$ cat src/design/jceg_pkg.sv
`timescale 1ns / 1ps

package jceg_pkg;

  localparam int unsigned MAX_AXES    = 8;
  localparam int unsigned MAX_BUTTONS = 32;
  localparam int unsigned POS_W       = 16;
  localparam int unsigned THR_W       = 15;
  localparam int unsigned PEND_W      = 1 + MAX_AXES + MAX_BUTTONS;
  localparam int unsigned QUEUE_DEPTH = 2;

  localparam int unsigned IN_TDATA_W  = 176;
  localparam int unsigned OUT_TDATA_W = 24;
  localparam int unsigned POS_LSB     = 44;

  localparam logic [THR_W-1:0] THR_RESET = 15'd26;

  typedef enum logic [2:0] {
    EV_CONNECTED    = 3'd0,
    EV_DISCONNECTED = 3'd1,
    EV_MOVED        = 3'd2,
    EV_PRESSED      = 3'd3,
    EV_RELEASED     = 3'd4
  } event_kind_e;

  typedef struct packed {
    logic [2:0]                     joy;
    logic                           conn;
    logic [MAX_AXES-1:0]            present;
    logic [MAX_BUTTONS-1:0]         buttons;
    logic [MAX_AXES-1:0][POS_W-1:0] pos;
  } snap_t;

  // one snapshot worth of pending events
  typedef struct packed {
    logic [2:0]                     joy;
    logic                           conn;
    logic                           conn_chg;
    logic [MAX_AXES-1:0]            move;
    logic [MAX_AXES-1:0][POS_W-1:0] pos;
    logic [MAX_BUTTONS-1:0]         btn_chg;
    logic [MAX_BUTTONS-1:0]         btn_new;
  } desc_t;

endpackage

$ cat src/design/jceg_front.sv
`timescale 1ns / 1ps

module jceg_front #(
  parameter int unsigned NUM_JOYSTICKS = 8,
  parameter int unsigned NUM_AXES      = 8,
  parameter int unsigned NUM_BUTTONS   = 32
) (
  input  logic                         clk_i,
  input  logic                         rst_ni,
  input  logic                         cfg_we_i,
  input  logic [jceg_pkg::THR_W-1:0]   cfg_wdata_i,
  input  logic                         snap_valid_i,
  output logic                         snap_ready_o,
  input  jceg_pkg::snap_t              snap_i,
  output logic                         push_valid_o,
  input  logic                         push_ready_i,
  output jceg_pkg::desc_t              desc_o
);

  localparam int unsigned JoyW   = (NUM_JOYSTICKS > 1) ? $clog2(NUM_JOYSTICKS) : 1;
  localparam logic [4:0]  NumJoy = 5'(NUM_JOYSTICKS);
  localparam int unsigned PosW   = jceg_pkg::POS_W;

  logic [jceg_pkg::THR_W-1:0] thr_q;
  logic [NUM_JOYSTICKS-1:0]   was_conn_q;
  logic [NUM_BUTTONS-1:0]     btn_q  [NUM_JOYSTICKS];
  // one row of reported positions per joystick
  logic [NUM_AXES-1:0][PosW-1:0] axis_q [NUM_JOYSTICKS];

  logic [3:0]                 joy_ext;
  logic [JoyW-1:0]            jidx;
  logic                       in_range;
  logic                       accept;
  logic                       old_conn;
  logic                       conn_rise;
  logic [jceg_pkg::MAX_BUTTONS-1:0] btn_new;
  logic [jceg_pkg::MAX_BUTTONS-1:0] btn_old;
  logic [PosW-1:0]            prev_pos [NUM_AXES];
  logic signed [PosW:0]       diff     [NUM_AXES];
  logic [PosW:0]              mag      [NUM_AXES];
  logic                       any_event;

  assign snap_ready_o = push_ready_i;

  always_comb begin
    joy_ext   = {1'b0, snap_i.joy};
    jidx      = joy_ext[JoyW-1:0];
    in_range  = {2'b00, snap_i.joy} < NumJoy;
    accept    = snap_valid_i && push_ready_i;
    old_conn  = was_conn_q[jidx];
    conn_rise = snap_i.conn && !old_conn;

    btn_new = '0;
    btn_old = '0;
    btn_new[NUM_BUTTONS-1:0] = snap_i.buttons[NUM_BUTTONS-1:0];
    btn_old[NUM_BUTTONS-1:0] = btn_q[jidx];

    desc_o          = '0;
    desc_o.joy      = snap_i.joy;
    desc_o.conn     = snap_i.conn;
    desc_o.conn_chg = snap_i.conn != old_conn;
    desc_o.pos      = snap_i.pos;
    desc_o.btn_new  = btn_new;
    desc_o.btn_chg  = snap_i.conn ? (btn_new ^ btn_old) : '0;

    // a connect starts every axis from zero again
    for (int a = 0; a < NUM_AXES; a++) begin
      prev_pos[a]    = conn_rise ? '0 : axis_q[jidx][a];
      diff[a]        = $signed({snap_i.pos[a][PosW-1], snap_i.pos[a]})
                     - $signed({prev_pos[a][PosW-1], prev_pos[a]});
      mag[a]         = diff[a][PosW] ? (PosW+1)'(-diff[a]) : (PosW+1)'(diff[a]);
      desc_o.move[a] = snap_i.conn && snap_i.present[a] && (mag[a] >= {2'b00, thr_q});
    end

    any_event    = desc_o.conn_chg || (|desc_o.move) || (|desc_o.btn_chg);
    push_valid_o = accept && in_range && any_event;
  end

  always_ff @(posedge clk_i or negedge rst_ni) begin
    if (!rst_ni) begin
      thr_q      <= jceg_pkg::THR_RESET;
      was_conn_q <= '0;
      for (int j = 0; j < NUM_JOYSTICKS; j++) begin
        btn_q[j]  <= '0;
        axis_q[j] <= '0;
      end
    end else begin
      if (cfg_we_i) begin
        thr_q <= cfg_wdata_i;
      end
      if (accept && in_range) begin
        was_conn_q[jidx] <= snap_i.conn;
        btn_q[jidx]      <= btn_new[NUM_BUTTONS-1:0];
        if (snap_i.conn) begin
          for (int a = 0; a < NUM_AXES; a++) begin
            axis_q[jidx][a] <= desc_o.move[a] ? snap_i.pos[a] : prev_pos[a];
          end
        end
      end
    end
  end

endmodule

$ cat src/design/jceg_queue.sv
`timescale 1ns / 1ps

module jceg_queue (
  input  logic            clk_i,
  input  logic            rst_ni,
  input  logic            push_valid_i,
  output logic            push_ready_o,
  input  jceg_pkg::desc_t push_data_i,
  output logic            pop_valid_o,
  input  logic            pop_ready_i,
  output jceg_pkg::desc_t pop_data_o
);

  localparam int unsigned Depth = jceg_pkg::QUEUE_DEPTH;
  localparam int unsigned PtrW  = (Depth > 1) ? $clog2(Depth) : 1;
  localparam int unsigned CntW  = $clog2(Depth + 1);

  jceg_pkg::desc_t mem_q [Depth];
  logic [PtrW-1:0] wr_ptr_q, wr_ptr_d;
  logic [PtrW-1:0] rd_ptr_q, rd_ptr_d;
  logic [CntW-1:0] count_q, count_d;
  logic            do_push, do_pop;

  always_comb begin
    push_ready_o = count_q != CntW'(Depth);
    pop_valid_o  = count_q != '0;
    pop_data_o   = mem_q[rd_ptr_q];
    do_push      = push_valid_i && push_ready_o;
    do_pop       = pop_valid_o && pop_ready_i;

    wr_ptr_d = wr_ptr_q;
    rd_ptr_d = rd_ptr_q;
    if (do_push) begin
      wr_ptr_d = (wr_ptr_q == PtrW'(Depth - 1)) ? '0 : wr_ptr_q + 1'b1;
    end
    if (do_pop) begin
      rd_ptr_d = (rd_ptr_q == PtrW'(Depth - 1)) ? '0 : rd_ptr_q + 1'b1;
    end

    count_d = count_q;
    if (do_push && !do_pop) begin
      count_d = count_q + 1'b1;
    end else if (do_pop && !do_push) begin
      count_d = count_q - 1'b1;
    end
  end

  always_ff @(posedge clk_i or negedge rst_ni) begin
    if (!rst_ni) begin
      wr_ptr_q <= '0;
      rd_ptr_q <= '0;
      count_q  <= '0;
    end else begin
      wr_ptr_q <= wr_ptr_d;
      rd_ptr_q <= rd_ptr_d;
      count_q  <= count_d;
    end
  end

  always_ff @(posedge clk_i) begin
    if (do_push) begin
      mem_q[wr_ptr_q] <= push_data_i;
    end
  end

endmodule

$ cat src/design/jceg_back.sv
`timescale 1ns / 1ps

module jceg_back (
  input  logic                              clk_i,
  input  logic                              rst_ni,
  input  logic                              pop_valid_i,
  output logic                              pop_ready_o,
  input  jceg_pkg::desc_t                   pop_data_i,
  output logic                              out_valid_o,
  input  logic                              out_ready_i,
  output jceg_pkg::event_kind_e             out_kind_o,
  output logic [2:0]                        out_joy_o,
  output logic [4:0]                        out_item_o,
  output logic [jceg_pkg::POS_W-1:0]        out_pos_o,
  output logic                              out_last_o
);

  localparam int unsigned PendW = jceg_pkg::PEND_W;
  localparam int unsigned NAx   = jceg_pkg::MAX_AXES;
  localparam int unsigned NBt   = jceg_pkg::MAX_BUTTONS;

  jceg_pkg::desc_t       work_q, work_d;
  logic [PendW-1:0]      pend_q, pend_d;
  logic                  work_v_q, work_v_d;

  logic                  out_v_q, out_v_d;
  jceg_pkg::event_kind_e kind_q, kind_d;
  logic [2:0]            joy_q, joy_d;
  logic [4:0]            item_q, item_d;
  logic [jceg_pkg::POS_W-1:0] pos_q, pos_d;
  logic                  last_q, last_d;

  logic                  advance, emit, fin, load;
  logic [PendW-1:0]      low, rest;

  always_comb begin
    advance = !out_v_q || out_ready_i;
    emit    = advance && work_v_q;
    // isolate the lowest pending event
    low     = pend_q & (~pend_q + 1'b1);
    rest    = pend_q & ~low;
    fin     = rest == '0;

    pop_ready_o = !work_v_q || (emit && fin);
    load        = pop_valid_i && pop_ready_o;

    work_d   = work_q;
    pend_d   = pend_q;
    work_v_d = work_v_q;
    if (load) begin
      work_d   = pop_data_i;
      pend_d   = {pop_data_i.btn_chg, pop_data_i.move, pop_data_i.conn_chg};
      work_v_d = 1'b1;
    end else if (emit) begin
      pend_d = rest;
      if (fin) begin
        work_v_d = 1'b0;
      end
    end

    item_d = '0;
    pos_d  = '0;
    for (int i = 0; i < NAx; i++) begin
      if (low[1 + i]) begin
        item_d = item_d | 5'(i);
        pos_d  = pos_d | work_q.pos[i];
      end
    end
    for (int b = 0; b < NBt; b++) begin
      if (low[1 + NAx + b]) begin
        item_d = item_d | 5'(b);
      end
    end

    if (low[0]) begin
      kind_d = work_q.conn ? jceg_pkg::EV_CONNECTED : jceg_pkg::EV_DISCONNECTED;
    end else if (|low[NAx:1]) begin
      kind_d = jceg_pkg::EV_MOVED;
    end else if ((work_q.btn_new & low[PendW-1:NAx+1]) != '0) begin
      kind_d = jceg_pkg::EV_PRESSED;
    end else begin
      kind_d = jceg_pkg::EV_RELEASED;
    end
    joy_d  = work_q.joy;
    last_d = fin;

    out_v_d = out_v_q;
    if (emit) begin
      out_v_d = 1'b1;
    end else if (out_ready_i) begin
      out_v_d = 1'b0;
    end
  end

  always_ff @(posedge clk_i or negedge rst_ni) begin
    if (!rst_ni) begin
      work_v_q <= 1'b0;
      out_v_q  <= 1'b0;
    end else begin
      work_v_q <= work_v_d;
      out_v_q  <= out_v_d;
    end
  end

  always_ff @(posedge clk_i) begin
    work_q <= work_d;
    pend_q <= pend_d;
    if (emit) begin
      kind_q <= kind_d;
      joy_q  <= joy_d;
      item_q <= item_d;
      pos_q  <= pos_d;
      last_q <= last_d;
    end
  end

  assign out_valid_o = out_v_q;
  assign out_kind_o  = kind_q;
  assign out_joy_o   = joy_q;
  assign out_item_o  = item_q;
  assign out_pos_o   = pos_q;
  assign out_last_o  = last_q;

endmodule

$ cat src/design/joystick_change_event_generator.sv
// Joystick change-event generator: each input beat is one poll snapshot of one joystick,
// and the block emits the connect/disconnect, axis move (dead band set by the threshold
// register) and button press/release events it causes, one event beat per cycle while
// the output is not stalled, with tlast on the final event of the snapshot; snapshots
// that change nothing emit nothing. The front end classifies a snapshot in the cycle it
// is accepted and updates the per-joystick state at once, so a new snapshot can be
// taken every cycle while the two-entry event queue has room. The back end drains one
// event per cycle while the output is not stalled, so a snapshot's events (1 to 41)
// leave one after another; sustained rate is set by that serial drain. Input tdata,
// lowest bit up: joy_index[2:0], connected[3], axis_present[11:4], buttons[43:12],
// axis_pos_0..7 at [59:44] up to [171:156], zero pad to 176. Output tdata:
// event_joy[2:0], item_index[7:3], new_position[23:8]; tuser carries event_kind.
`timescale 1ns / 1ps

module joystick_change_event_generator #(
  parameter int unsigned NUM_JOYSTICKS = 8,
  parameter int unsigned NUM_AXES      = 8,
  parameter int unsigned NUM_BUTTONS   = 32
) (
  input  logic                                clk_i,
  input  logic                                rst_ni,
  input  logic                                cfg_we_i,
  input  logic [jceg_pkg::THR_W-1:0]          cfg_wdata_i,
  input  logic                                s_axis_tvalid,
  output logic                                s_axis_tready,
  // joy_index, connected, axis_present, buttons, axis_pos_0 .. axis_pos_7, pad
  input  logic [jceg_pkg::IN_TDATA_W-1:0]     s_axis_tdata,
  output logic                                m_axis_tvalid,
  input  logic                                m_axis_tready,
  // event_joy, item_index, new_position
  output logic [jceg_pkg::OUT_TDATA_W-1:0]    m_axis_tdata,
  // event_kind
  output logic [2:0]                          m_axis_tuser,
  output logic                                m_axis_tlast
);

  localparam int unsigned PosW = jceg_pkg::POS_W;

  jceg_pkg::snap_t       snap;
  jceg_pkg::desc_t       push_desc, pop_desc;
  logic                  push_valid, push_ready;
  logic                  pop_valid, pop_ready;
  jceg_pkg::event_kind_e out_kind;
  logic [2:0]            out_joy;
  logic [4:0]            out_item;
  logic [PosW-1:0]       out_pos;

  always_comb begin
    snap.joy     = s_axis_tdata[2:0];
    snap.conn    = s_axis_tdata[3];
    snap.present = s_axis_tdata[11:4];
    snap.buttons = s_axis_tdata[43:12];
    for (int a = 0; a < jceg_pkg::MAX_AXES; a++) begin
      snap.pos[a] = s_axis_tdata[jceg_pkg::POS_LSB + PosW*a +: PosW];
    end
  end

  jceg_front #(
    .NUM_JOYSTICKS (NUM_JOYSTICKS),
    .NUM_AXES      (NUM_AXES),
    .NUM_BUTTONS   (NUM_BUTTONS)
  ) u_front (
    .clk_i        (clk_i),
    .rst_ni       (rst_ni),
    .cfg_we_i     (cfg_we_i),
    .cfg_wdata_i  (cfg_wdata_i),
    .snap_valid_i (s_axis_tvalid),
    .snap_ready_o (s_axis_tready),
    .snap_i       (snap),
    .push_valid_o (push_valid),
    .push_ready_i (push_ready),
    .desc_o       (push_desc)
  );

  jceg_queue u_queue (
    .clk_i        (clk_i),
    .rst_ni       (rst_ni),
    .push_valid_i (push_valid),
    .push_ready_o (push_ready),
    .push_data_i  (push_desc),
    .pop_valid_o  (pop_valid),
    .pop_ready_i  (pop_ready),
    .pop_data_o   (pop_desc)
  );

  jceg_back u_back (
    .clk_i       (clk_i),
    .rst_ni      (rst_ni),
    .pop_valid_i (pop_valid),
    .pop_ready_o (pop_ready),
    .pop_data_i  (pop_desc),
    .out_valid_o (m_axis_tvalid),
    .out_ready_i (m_axis_tready),
    .out_kind_o  (out_kind),
    .out_joy_o   (out_joy),
    .out_item_o  (out_item),
    .out_pos_o   (out_pos),
    .out_last_o  (m_axis_tlast)
  );

  assign m_axis_tdata = {out_pos, out_item, out_joy};
  assign m_axis_tuser = out_kind;

endmodule

$ cat config.mk
export PLATFORM = sky130hd
export DESIGN_NAME = joystick_change_event_generator
export DESIGN_NICKNAME = d
export VERILOG_FILES = /design/src/design/jceg_pkg.sv /design/src/design/jceg_front.sv /design/src/design/jceg_queue.sv /design/src/design/jceg_back.sv /design/src/design/joystick_change_event_generator.sv
export SDC_FILE = /design/constraint.sdc
export NUM_CORES = 2
export LEC_CHECK = 0
export BUFFER_PORTS_ARGS = -buffer_cell sky130_fd_sc_hd__buf_2
export CAP_MARGIN = 30
export CORE_MARGIN = 5
export CORE_UTILIZATION = 55
export DETAILED_ROUTE_END_ITERATION = 12
export PLACE_DENSITY = 0.71
export REMOVE_ABC_BUFFERS = 1
export SYNTH_ARGS = -nofsm -noshare
export SYNTH_HDL_FRONTEND = slang
export SYNTH_SLANG_ARGS = --single-unit
$ cat constraint.sdc
create_clock -name clk_i -period 28.2 [get_ports clk_i]
set_input_delay 2.82 -clock clk_i [delete_from_list [all_inputs] [get_ports clk_i]]
set_output_delay 2.82 -clock clk_i [all_outputs]
set_load 0.05 [all_outputs]
==> impl_metrics.csv <==
group,metric,value,unit
timing,slew_violations,0,
min_path,min_to,"u_back.out_joy_o[2]$_DFFE_PP_",
synth,synth_compound_area_frac,0.152,
routing,drtIter0Drc,7709,
routing,post-route-drc-count,0,
clock_network,path_clk_slew,0.06,ns
synth,synth_simple_gate_area_share,0.115,
synth,yosysWarnings,0,
worst_setup_path,critPathKind,"input pin to flip-flop",
clock_network,cts.sinks,1952,
placement,port_buffers,221,
timing,finClkSkew,0.0811,ns
routing,vias,71853,
placement,globalplace.congestion,0.929,
timing,fin_crit,14.21,ns
worst_setup_path,cpMaxStageDelayCell,"buf_4",
power_and_ir_drop,comb_power_share,0.298,
synth,avgSynthCellArea,10.7,sq um
global_routing,track_usage,0.324,
clock_network,clk_latency,0.88,ns
floorplanning,start_util,0.552,
worst_setup_path,regToRegSetupSlack,17.60,ns
synth,syn_area,0.0945,sq mm
synth,async_flop_share,0.671,
worst_setup_path,crit_path_frequent_cell,"buf_4",
finish,drive_above_1_share,0.153,
finish,synthToLayoutAreaGrowth,10.8,%
worst_setup_path,cp-startpoint,"s_axis_tdata[1]",
synth,synth_seq_area_share,0.551,
global_routing,grt_max_degree,146,
clock_network,cts_resized,0,
worst_setup_path,crit-reg2reg-capture,"u_queue.mem_q[1][179]$_DFFE_PP_",
synth,yosys-mux-area-fraction,0.0976,
synth,synth_edf_count,643,
synth,synth_top_family_by_area,"compound AO/OA/AOI/OAI gates",
global_routing,grt_overflow_total,0,
clock_network,post-cts-setup-buffers,0,
global_routing,antenna_found_initial,22,
routing,ant_nets,0,
routing,vias_per_cell,6.35,
synth,ys_types,105,
finish,ff_latch_area,0.0521,sq mm
floorplanning,boundaryPins,226,
floorplanning,rows,152,
timing,tightestPinTransition,1.08,ns
synth,ys_seq_elements,1952,
power_and_ir_drop,swShare,0.338,
timing,period_share,0.504,
synth,synth_cells,8808,
synth,synth_flop_cell,"dfrtp_1",
finish,nets,9285,
power_and_ir_drop,powerDensity,95.2,mW/mm^2
power_and_ir_drop,p_int,6.60,mW
finish,fin_cells,11313,
placement,hpwl,193,mm
timing,setup_viol,0,
run_status,status,"complete, no violations",
timing,rsz0062_at_grt,"no",
timing,max_freq,70.4,MHz
power_and_ir_drop,pwr-share-clk,0.263,
finish,fillers,13784,
routing,drtPass1Iterations,7,
clock_network,cts_buffers,199,
synth,synth_fa_ha_area_frac,0.0362,
power_and_ir_drop,power.leakage,44.3,nW
placement,placedCellCount,10922,
clock_network,tritoncts,"yes",
power_and_ir_drop,switching_power,3.37,mW
timing,hold_viol,0,
min_path,min_path_type,"flip-flop to flip-flop",
clock_network,cts_max_path_buffers,3,
power_and_ir_drop,ir_drop,0.0723,mV
global_routing,grt_pass1_vias,70187,
floorplanning,fp.dieH,425,um
worst_setup_path,path_max_fanout,57,
worst_setup_path,critPathArrivalTime,14.70,ns
synth,synth-xor-area-share,0.0197,
floorplanning,coreArea,0.171,sq mm
min_path,min-delay-start,"u_back.joy_d[2]$_DFFE_PP_",
worst_setup_path,slowest_delay,0.75,ns
floorplanning,die_area,0.180,sq mm
worst_setup_path,cp.required,28.69,ns
floorplanning,die_w,425,um
routing,wl_per_cell,26.2,um
clock_network,ctsHtreeMaxLevel,4,
worst_setup_path,cp-end-kind,"flip-flop",
power_and_ir_drop,power,9.97,mW
timing,slew_headroom,0.278,
worst_setup_path,reg2reg_from,"u_front.was_conn_q[3]$_DFFE_PN0P_",
global_routing,grt_pass1_wl,442,mm
power_and_ir_drop,seq_power_share,0.439,
worst_setup_path,startpoint_type,"input pin",
routing,routed_wl,296,mm
job,drv_cap,0,
min_path,whs_path_depth,0,
finish,multiInputGateArea,0.0400,sq mm
clock_network,root_buffer,"clkbuf_16",
worst_setup_path,reg2reg_depth,31,
clock_network,hold_buffers,0,
## synthesized netlist by cell type, types with 33 or more instances
cell type,instances,area (sq um)
mux4_2,49,1100
nor2_1,430,1610
nor4_1,73,457
nand3_1,69,345
or3_1,46,288
clkbuf_1,499,1870
nand4_1,35,219
buf_2,41,205
mux2_2,530,5970
nor3_1,95,475
a21oi_1,300,1500
o21a_1,49,368
a211o_1,37,324
xnor2_1,130,1140
nand2_1,1517,5690
mux2i_1,214,2140
and2_1,37,231
a221oi_1,41,359
a31oi_1,45,282
edfxtp_1,643,19300
dfrtp_1,1306,32700
o221ai_1,54,473
ha_1,258,3230
nor2b_1,44,275
inv_1,125,469
a221o_1,50,500
a211oi_1,33,248
o22ai_1,212,1330
o21ai_0,1172,5870
a21o_1,62,465
xor2_1,81,709
## layout by cell type, fill, tap and decap left out, drive strengths merged, types with 20 or more instances in the layout
master / count
ha: 258
a211o: 37
a21o: 62
or2: 20
and3: 31
mux2i: 214
nand2: 1517
a211oi: 38
xnor2: 130
o21ai: 1197
a221o: 50
nand2b: 32
xor2: 82
nor4: 76
o211ai: 20
nor3: 96
o21a: 49
or3: 46
o221ai: 54
a21oi: 317
buf: 389
nand4: 35
clkinv: 61
mux2: 531
nor2: 430
nand3: 70
edfxtp: 643
a221oi: 41
clkbuf: 293
o22ai: 212
inv: 129
and2: 39
mux4: 49
a2111oi: 23
dfrtp: 1306
nor2b: 44
a31oi: 45
## registers in the layout, indices dropped and copies added, names as in the netlist
register and count:
u_back.out_last_o 1, u_front.thr_q 15, u_front.axis_q 1024, u_queue.rd_ptr_q 1, u_back.work_q 161, u_back.out_valid_o 1
u_queue.count_q 2, u_back.out_item_o 5, u_front.was_conn_q 8, u_back.out_kind_o 3, u_back.out_joy_o 3, u_front.btn_q 256
u_queue.mem_q 410, u_back.pend_q 41, u_queue.wr_ptr_q 1, u_back.out_pos_o 16, u_back.work_v_q 1, u_back.joy_d 3
## power by group through the flow
stage          clock network, mW  registers, mW  logic, mW
2_1_floorplan                  0           4.39       2.12
3_3_place_gp                   0           4.33       2.81
3_5_place_dp                   0           4.40       2.92
4_1_cts                     2.65           4.35       2.94
5_1_grt                     2.78           4.46       3.31
6_report                    2.63           4.37       2.97
## cell type report
type,count,area share
Inverter,127,0.00465
Timing Repair Buffer,392,0.0251
Clock buffer,290,0.0538
Tap cell,2310,0.0276
Multi-Input combinational cell,6151,0.382
Clock inverter,78,0.00874
Sequential cell,1952,0.497
Antenna cell,13,0.000311
## critical path, delay by kind of cell
kind                       cells  cell delay [ns]
and+or+nand+nor               12             3.76
buffers and inverters          7             3.68
AOI/OAI and AO/OA             12             2.83
adders and majority gates      3             1.12
xor gates and xnor gates       1             0.13
## per-layer routing
metal,up-vias,routed length [um],share of wire,track usage
met1,35711,119000,0.40,0.432
met5,-,22,0.000074,0
li1,31971,-,-,-
met2,3439,135000,0.46,0.508
met4,4,16500,0.056,0.161
met3,728,26400,0.089,0.0670
## per-stage QoR
| step | hold slack, ns | setup TNS [ns] | cell area (sq um) | util | setup WS, ns |
|---|---|---|---|---|---|
| after floorplan | 0.400 | -3.01 | 92300 | - | -0.00734 |
| after global placement | 0.402 | 0 | 97800 | 0.571 | 13.44 |
| final | 0.419 | 0 | 105000 | 0.611 | 13.99 |
| after global routing | 0.429 | 0 | 105000 | 0.611 | 13.63 |
| after detailed placement | 0.405 | 0 | 97900 | 0.571 | 13.30 |
| after CTS | 0.422 | 0 | 104000 | 0.610 | 14.17 |
## kinds of logic after synthesis
logic type,count (synthesis)
AOI/OAI and AO/OA,2361
muxes,794
DFF,1952
buffers and inverters,705
adders and majority gates,269
xor gates and xnor gates,212
and+or+nand+nor,2515
## worst max path at each step
stage	end	slack, ns	cells after the start
2_1_floorplan	u_queue.mem_q[0][0]$_DFFE_PP_	-0.007	27
3_3_place_gp	u_queue.mem_q[1][180]$_DFFE_PP_	13.44	34
3_5_place_dp	u_queue.mem_q[1][177]$_DFFE_PP_	13.30	34
4_1_cts	u_queue.mem_q[1][190]$_DFFE_PP_	14.17	34
5_1_grt	u_queue.mem_q[1][190]$_DFFE_PP_	13.63	35
6_report	u_queue.mem_q[1][179]$_DFFE_PP_	13.99	35
Power figures use the tool's default switching activity.
